**src/design/gbn_pkg.sv**
```systemverilog
// ----------------------------------------------------------------------------
// gbn_pkg: shared types and constants for the greedy box NMS block
// Transaction payloads, the kept-store entry layout and register indexes.
// ----------------------------------------------------------------------------
package gbn_pkg;

  localparam int unsigned MAX_KEPT_DEFAULT = 256;

  localparam int unsigned CFG_IDX_W  = 1;
  localparam int unsigned CFG_DATA_W = 16;

  localparam logic [CFG_IDX_W-1:0] CFG_IOU_THRESHOLD  = 1'b0;
  localparam logic [CFG_IDX_W-1:0] CFG_CLASS_AGNOSTIC = 1'b1;

  localparam logic [15:0] IOU_THRESHOLD_RESET  = 16'd32768;
  localparam logic        CLASS_AGNOSTIC_RESET = 1'b0;

  typedef struct packed {
    logic        first_box;
    logic [15:0] box_x;
    logic [15:0] box_y;
    logic [15:0] box_width;
    logic [15:0] box_height;
    logic [7:0]  class_label;
  } box_in_t;

  typedef struct packed {
    logic       keep;
    logic       overflow;
    logic [8:0] kept_total;
  } box_out_t;

  // One entry of the kept list: geometry, label and area side by side.
  typedef struct packed {
    logic [7:0]  label;
    logic [31:0] area;
    logic [15:0] h;
    logic [15:0] w;
    logic [15:0] y;
    logic [15:0] x;
  } kept_entry_t;

  // Status returned by the overlap pipeline to the sequencer.
  typedef struct packed {
    logic busy;
    logic drop;
  } cmp_status_t;

endpackage

```
**src/design/gbn_iou.sv**
```systemverilog
// ----------------------------------------------------------------------------
// gbn_iou: pipelined IoU suppression test
// Compares the current box with one kept entry per cycle and flags a drop.
// ----------------------------------------------------------------------------
module gbn_iou (
  input  logic                clk_i,
  input  logic                rst_ni,
  input  logic                entry_valid_i,
  input  gbn_pkg::kept_entry_t entry_i,
  input  gbn_pkg::box_in_t    box_i,
  input  logic [31:0]         box_area_i,
  input  logic [15:0]         iou_threshold_i,
  input  logic                class_agnostic_i,
  output gbn_pkg::cmp_status_t status_o
);
  import gbn_pkg::*;

  // Stage A: per-axis overlaps and class match.
  logic        va_q;
  logic [15:0] ox_q, oy_q;
  logic [31:0] area_b_a_q;
  logic [15:0] ox_d, oy_d;
  logic        match_d;

  // Stage B: intersection.
  logic        vb_q;
  logic [31:0] inter_b_q, area_b_b_q;

  // Stage C: union.
  logic        vc_q;
  logic [31:0] inter_c_q;
  logic [32:0] uni_c_q;

  // Stage D: threshold times union.
  logic        vd_q;
  logic [31:0] inter_d_q;
  logic [48:0] prod_d_q;
  logic        uni_nz_d_q;

  logic        drop_q;

  function automatic logic [15:0] axis_overlap(logic [15:0] a0, logic [15:0] alen,
                                               logic [15:0] b0, logic [15:0] blen);
    logic [16:0] a1, b1, lo, hi, diff;
    a1   = {1'b0, a0} + {1'b0, alen};
    b1   = {1'b0, b0} + {1'b0, blen};
    lo   = (a0 > b0) ? {1'b0, a0} : {1'b0, b0};
    hi   = (a1 < b1) ? a1 : b1;
    diff = hi - lo;
    // The overlap never exceeds the shorter length, so 16 bits hold it.
    return (hi > lo) ? diff[15:0] : 16'd0;
  endfunction

  always_comb begin
    ox_d    = axis_overlap(box_i.box_x, box_i.box_width, entry_i.x, entry_i.w);
    oy_d    = axis_overlap(box_i.box_y, box_i.box_height, entry_i.y, entry_i.h);
    match_d = class_agnostic_i || (entry_i.label == box_i.class_label);
  end

  always_ff @(posedge clk_i or negedge rst_ni) begin
    if (!rst_ni) begin
      va_q   <= 1'b0;
      vb_q   <= 1'b0;
      vc_q   <= 1'b0;
      vd_q   <= 1'b0;
      drop_q <= 1'b0;
    end else begin
      va_q   <= entry_valid_i && match_d;
      vb_q   <= va_q;
      vc_q   <= vb_q;
      vd_q   <= vc_q;
      drop_q <= vd_q && uni_nz_d_q && ({1'b0, inter_d_q, 16'd0} > prod_d_q);
    end
  end

  always_ff @(posedge clk_i) begin
    ox_q       <= ox_d;
    oy_q       <= oy_d;
    area_b_a_q <= entry_i.area;

    inter_b_q  <= 32'(ox_q) * 32'(oy_q);
    area_b_b_q <= area_b_a_q;

    inter_c_q  <= inter_b_q;
    uni_c_q    <= {1'b0, box_area_i} + {1'b0, area_b_b_q} - {1'b0, inter_b_q};

    inter_d_q  <= inter_c_q;
    prod_d_q   <= {33'd0, iou_threshold_i} * {16'd0, uni_c_q};
    uni_nz_d_q <= (uni_c_q != 33'd0);
  end

  assign status_o.busy = va_q || vb_q || vc_q || vd_q;
  assign status_o.drop = drop_q;

endmodule

```
**config.mk**
```make
export PLATFORM = sky130hd
export DESIGN_NAME = gbn_iou
export DESIGN_NICKNAME = d
export VERILOG_FILES = /design/src/design/gbn_pkg.sv /design/src/design/gbn_iou.sv
export SDC_FILE = /design/constraint.sdc
export NUM_CORES = 2
export LEC_CHECK = 0
export BUFFER_PORTS_ARGS = -buffer_cell sky130_fd_sc_hd__buf_4
export CAP_MARGIN = 30
export CORE_MARGIN = 4
export CORE_UTILIZATION = 60
export DETAILED_ROUTE_END_ITERATION = 7
export PLACE_DENSITY = 0.83
export SYNTH_ARGS = -nofsm -noshare
export SYNTH_HDL_FRONTEND = slang
export SYNTH_SLANG_ARGS = --single-unit
```
**constraint.sdc**
```tcl
create_clock -name clk_i -period 8.8 [get_ports clk_i]
set_clock_uncertainty 0.15 [all_clocks]
set_input_delay 1.76 -clock clk_i [delete_from_list [all_inputs] [get_ports clk_i]]
set_output_delay 1.76 -clock clk_i [all_outputs]
set_load 0.02 [all_outputs]
```
### After elaboration in Yosys (flattened, before gate mapping)

Cells that the tools add are included.

* eq/ne operators: 1
* multiply operators: 2
* multiplexer cells: 4
* reduce and logical (&&, ||, !) cells: 8
* add/subtract/negate cells: 8
* $lt $le $gt $ge: 7

Operators by type and width (count)
* $add A16 B16 Y17: 4
* $gt A48 B49 Y1: 1
* $mul A16 B33 Y49: 1
* $gt A17 B16 Y1: 2
* $lt A17 B17 Y1: 2
* $mux W17: 2
* $add A32 B32 Y33: 1
* $reduce_bool A33 Y1: 1
* $sub A33 B32 Y33: 1
* $gt A16 B16 Y1: 2
* $mul A16 B16 Y32: 1
* $mux W16: 2
* $sub A16 B16 Y16: 2
* $eq A8 B8 Y1: 1
* $logic_or A1 B1 Y1: 4
* $logic_and A1 B1 Y1: 3

* flip-flop bits (word level): 280
* output and inout bits: 2
* word-level logic and storage cells: 45
* input bits: 229

### Longest topological paths before layout

* depth in word-level cells: 4
* gate-level depth with buffers: 35

### Worst setup path before layout

Ideal clock, no wire load.

* path kind: input port to flip-flop
* start point: input port entry_i[0] (netlist bit)
* end point: register ox_q[11]
* library setup time: 0.115 ns
* arrival: 8.002 ns
* stages: 30
* slack: 0.534 ns
* path buffers: 2
* cell sequence: ha_1 -> fa_1 -> a21o_1 -> a21oi_1 -> o21bai_1 -> a21oi_1 -> o21bai_1 -> a41oi_1 -> nand2b_1 -> a21oi_1 -> xor2_1 -> ha_1 -> a21boi_0 -> a2111oi_0 -> o21ai_0 -> a221oi_1 -> clkbuf_1 -> o21ai_0 -> ha_1 -> a21o_1 -> a21o_1 -> nor2b_1 -> or3_1 -> a221o_1 -> a21o_1 -> a21o_1 -> a21oi_2 -> a2bb2oi_4 -> buf_4 -> nor2_1

* cells in the longest elaborated chain, start to end: 4
* elaborated cells on any way between the ends: 7

Ends and longest elaborated chain
* start, declared: RTL line gbn_iou.sv:9 `input gbn_pkg::kept_entry_t entry_i,`
* $add A16 B16 Y17: RTL line gbn_iou.sv:46 `b1 = {1'b0, b0} + {1'b0, blen};`
* $lt A17 B17 Y1: RTL line gbn_iou.sv:48 `hi = (a1 < b1) ? a1 : b1;`
* $mux W17: RTL line gbn_iou.sv:48
* $sub A16 B16 Y16 or $gt A17 B16 Y1 (tied branches): RTL line gbn_iou.sv:49, gbn_iou.sv:51
* end signal, assigned: RTL line gbn_iou.sv:77 `ox_q <= ox_d;`
* end, declared: RTL line gbn_iou.sv:20 `logic [15:0] ox_q, oy_q;`

Parallel ways exist; a longest one is shown, timed or not.
A chain may end at the register's enable or synchronous reset.

### Final worst setup path

* start point: input port entry_i[0] (netlist bit)
* end point: register ox_q[1]

Same word-level chain as after synthesis.

==> results.yml <==
sta:
  holdWs_ns: 0.154
  slew_headroom_pct: 26.6
  min_period_over_period_pct: 94.7
  tns_ns: 0
  worstMarginPinSlew_ns: 1.10
  setup_viol: 0
  hold_viol: 0
  rsz0062_at_grt: "no"
  fin_crit_ns: 8.33
  drv_slew: 0
  clock.fmax_mhz: 120
yosys:
  synth_nets: 5829
  synth_most_common_cell: "inv_1"
  syn-instance-count: 4486
  async_reset_ff_share_pct: 1.79
  synth_top_area_share_pct: 33.0
  ys_top_cells_by_area: "fa_1 (33%), ha_1 (14%), dfxtp_1 (14%)"
  ys_types: 78
  synth_area_per_cell_um2: 8.98
  synthFlopType: "dfxtp_1"
  seq_area_frac_synth_pct: 14.0
  ys_top_cells_by_count: "inv_1 (930), fa_1 (664), nand2_1 (553)"
  yosys.area.top_type: "fa_1"
  synth_warnings: 0
  syn_area_um2: 40300
  synth_edf_count: 0
  ys_seq_elements: 280
routing:
  routedWlPerCell_um: 17.4
  dr_total_vias: 30800
  wirelength_mm: 96.3
  dr.pass1.iters: 8
  drc: 1
  drt-initial-drc-count: 1993
  drt.antenna.violating_nets: 0
  vias_per_cell: 5.58
floorplanning:
  core_area_um2: 66200
  die_h_um: 267
  fp-row-count: 94
  fp.dieArea_um2: 71400
  start_util_pct: 60.9
  die_x_um: 267
  ioPinCount: 231
place:
  port_buffers: 229
  dp_hpwl_mm: 75.9
  gp_congestion: 0.938
global_route:
  grt-ovfl-total: 0
  grt_pass1_wl_mm: 161
  grt_pass1_vias: 33400
  grt_usage_pct: 27.7
  antenna_found_initial: 1
  grt_max_degree: 34
worst_setup_path:
  start_kind: "input pin"
  cp-end-kind: "flop"
  crit_path_start: "entry_i[0]"
  cp_common_cell: "a21o_1"
  critPathBufInv: 2
  cpPeakStageDelay_ns: 0.41
  crit_type: "in2reg"
  cp.required_ns: 9.07
  cpMaxStageDelayCell: "fa_1"
  r2r-start: "uni_c_q[10]"
  cp.arrival_ns: 8.60
  critical_path.top_delay_family: "compound AO/OA/AOI/OAI gates"
  crit_fanout: 16
cts:
  path_clk_slew_ns: 0.06
  ctsRootBufferMaster: "clkbuf_16"
  cts_buffer_depth: 3
  post_cts_buffers: 0
  cts_hold_buf: 0
  h-tree-depth: 1
  postCtsResizedCells: 0
  cts.sinks: 280
  cts-buffers-inserted: 29
  clk_latency_ns: 0.57
  cts_tree: "yes"
cells_and_area:
  nNetsFinal: 5987
  syn2layout_area_growth_pct: 8.68
  antennaDiodeCount: 0
  drive_above_1_share_pct: 7.29
run_status:
  status: "finished with violations"
  failed_checks: "design-rule violations"
min_path:
  hold_path.startpoint: "area_b_a_q[18]"
  hp-class: "reg2reg"
flow_run:
  maxCapViolations: 0
==> worst paths after layout <==
path                                       end  slack (ns)  depth (start not counted)
worst max-delay path                   ox_q[1]        0.47                         31
worst min-delay path            area_b_b_q[18]        0.15                          0
worst max register to register    prod_d_q[46]        1.37                         21
worst min register to register  area_b_b_q[18]        0.15                          0
max in group asynchronous                 vb_q        7.56                          1
min in group asynchronous                 vc_q        0.84                          1
==> layer usage <==
layer  part of all wire, %  routed length (um)  vias to the layer above  global-route usage [%]
met5                 0.013                  13                        -                       0
met4                   4.4                4220                        2                    11.1
met3                   9.3                8920                      334                    6.33
met2                    48               46500                     1340                    47.8
met1                    38               36700                    14900                    33.8
li1                      -                   -                    14200                       -
==> sequential cells by signal, summed over array words and instances, names as in the netlist <==
register	flops
ox_q	16
uni_nz_d_q	1
vb_q	1
area_b_b_q	32
drop_q	1
oy_q	16
va_q	1
inter_b_q	32
vc_q	1
inter_c_q	32
area_b_a_q	32
vd_q	1
inter_d_q	32
prod_d_q	49
uni_c_q	33
==> placed cells by master, fill, tap and decap left out, types with 5 or more instances in the layout <==
cell type  instances
inv_1            930
o21a_1            27
nand3_1           36
ha_1             450
a311oi_1           5
a21oi_1          179
nand2_1          553
buf_4            256
a41oi_1            7
nor2_1           129
xnor2_1          116
nor2b_1           37
dfxtp_1          275
a211oi_1           8
and2_1           334
o2111ai_1          6
o31ai_1            6
nor4_1            17
and3_1            18
a221o_1            8
a21boi_0           8
fa_1             664
and4_1             8
clkbuf_1           5
o21bai_1          28
nand4_1           24
mux2i_1           37
a21o_1            97
or2_2              6
nor3_1            32
a31oi_1           12
nand2b_1          32
o21ai_0          105
xor2_1            63
clkbuf_16         29
dfrtp_1            5
o21ai_1            5
o31a_1             5
or3_1             12
==> worst register-to-register path: stages (launching register included) <==
cell and delay (ns):
dfxtp_1 0.99, nand2_1 0.25, fa_1 0.55, fa_1 0.48, fa_1 0.54, inv_1 0.06
fa_1 0.52, fa_1 0.53, inv_1 0.07, fa_1 0.49, inv_1 0.05, ha_1 0.34
a21o_1 0.20, a31oi_1 0.19, or2_2 0.16, nand3_1 0.15, a41oi_1 0.54, o31a_1 0.29
o21ai_1 0.14, a221o_1 0.33, a21oi_1 0.19, xnor2_1 0.15
==> cells by family (layout without fill, tap and decap cells) <==
logic type	Yosys count	in the layout	share of synthesized area (%)
fa+ha+maj	1114	1114	47.0
flops	280	280	14.0
xor+xnor	179	179	3.89
mux	40	40	1.00
compound gates	557	557	9.10
buf+inv	1060	1238	9.90
simple gates	1256	1256	15.2
==> area by class of cell <==
class	count	area [um2]
clock inverters	13	168
fillers	5214	22400
flip-flops and latches	280	5630
multi-input cells	3146	30700
repair buffers	257	1930
well taps	864	1080
clock buffers	38	800
inverters	930	3490
==> metrics by stage <==
step / setup slack [ns] / area [um2] / util (%) / std cells
6_report: 0.470 / 43800 / 66.1 / 5528
3_3_place_gp: 0.162 / 42800 / 64.7 / 5477
3_5_place_dp: -0.0160 / 42800 / 64.7 / 5477
2_1_floorplan: 0.534 / 40300 / - / 4486
5_1_grt: 0.0198 / 43800 / 66.1 / 5528
4_1_cts: 0.524 / 43800 / 66.1 / 5528
Power is left out: the tool's default activity adds up to more than one toggle a clock period on the data nets, which glitch-free logic cannot reach.
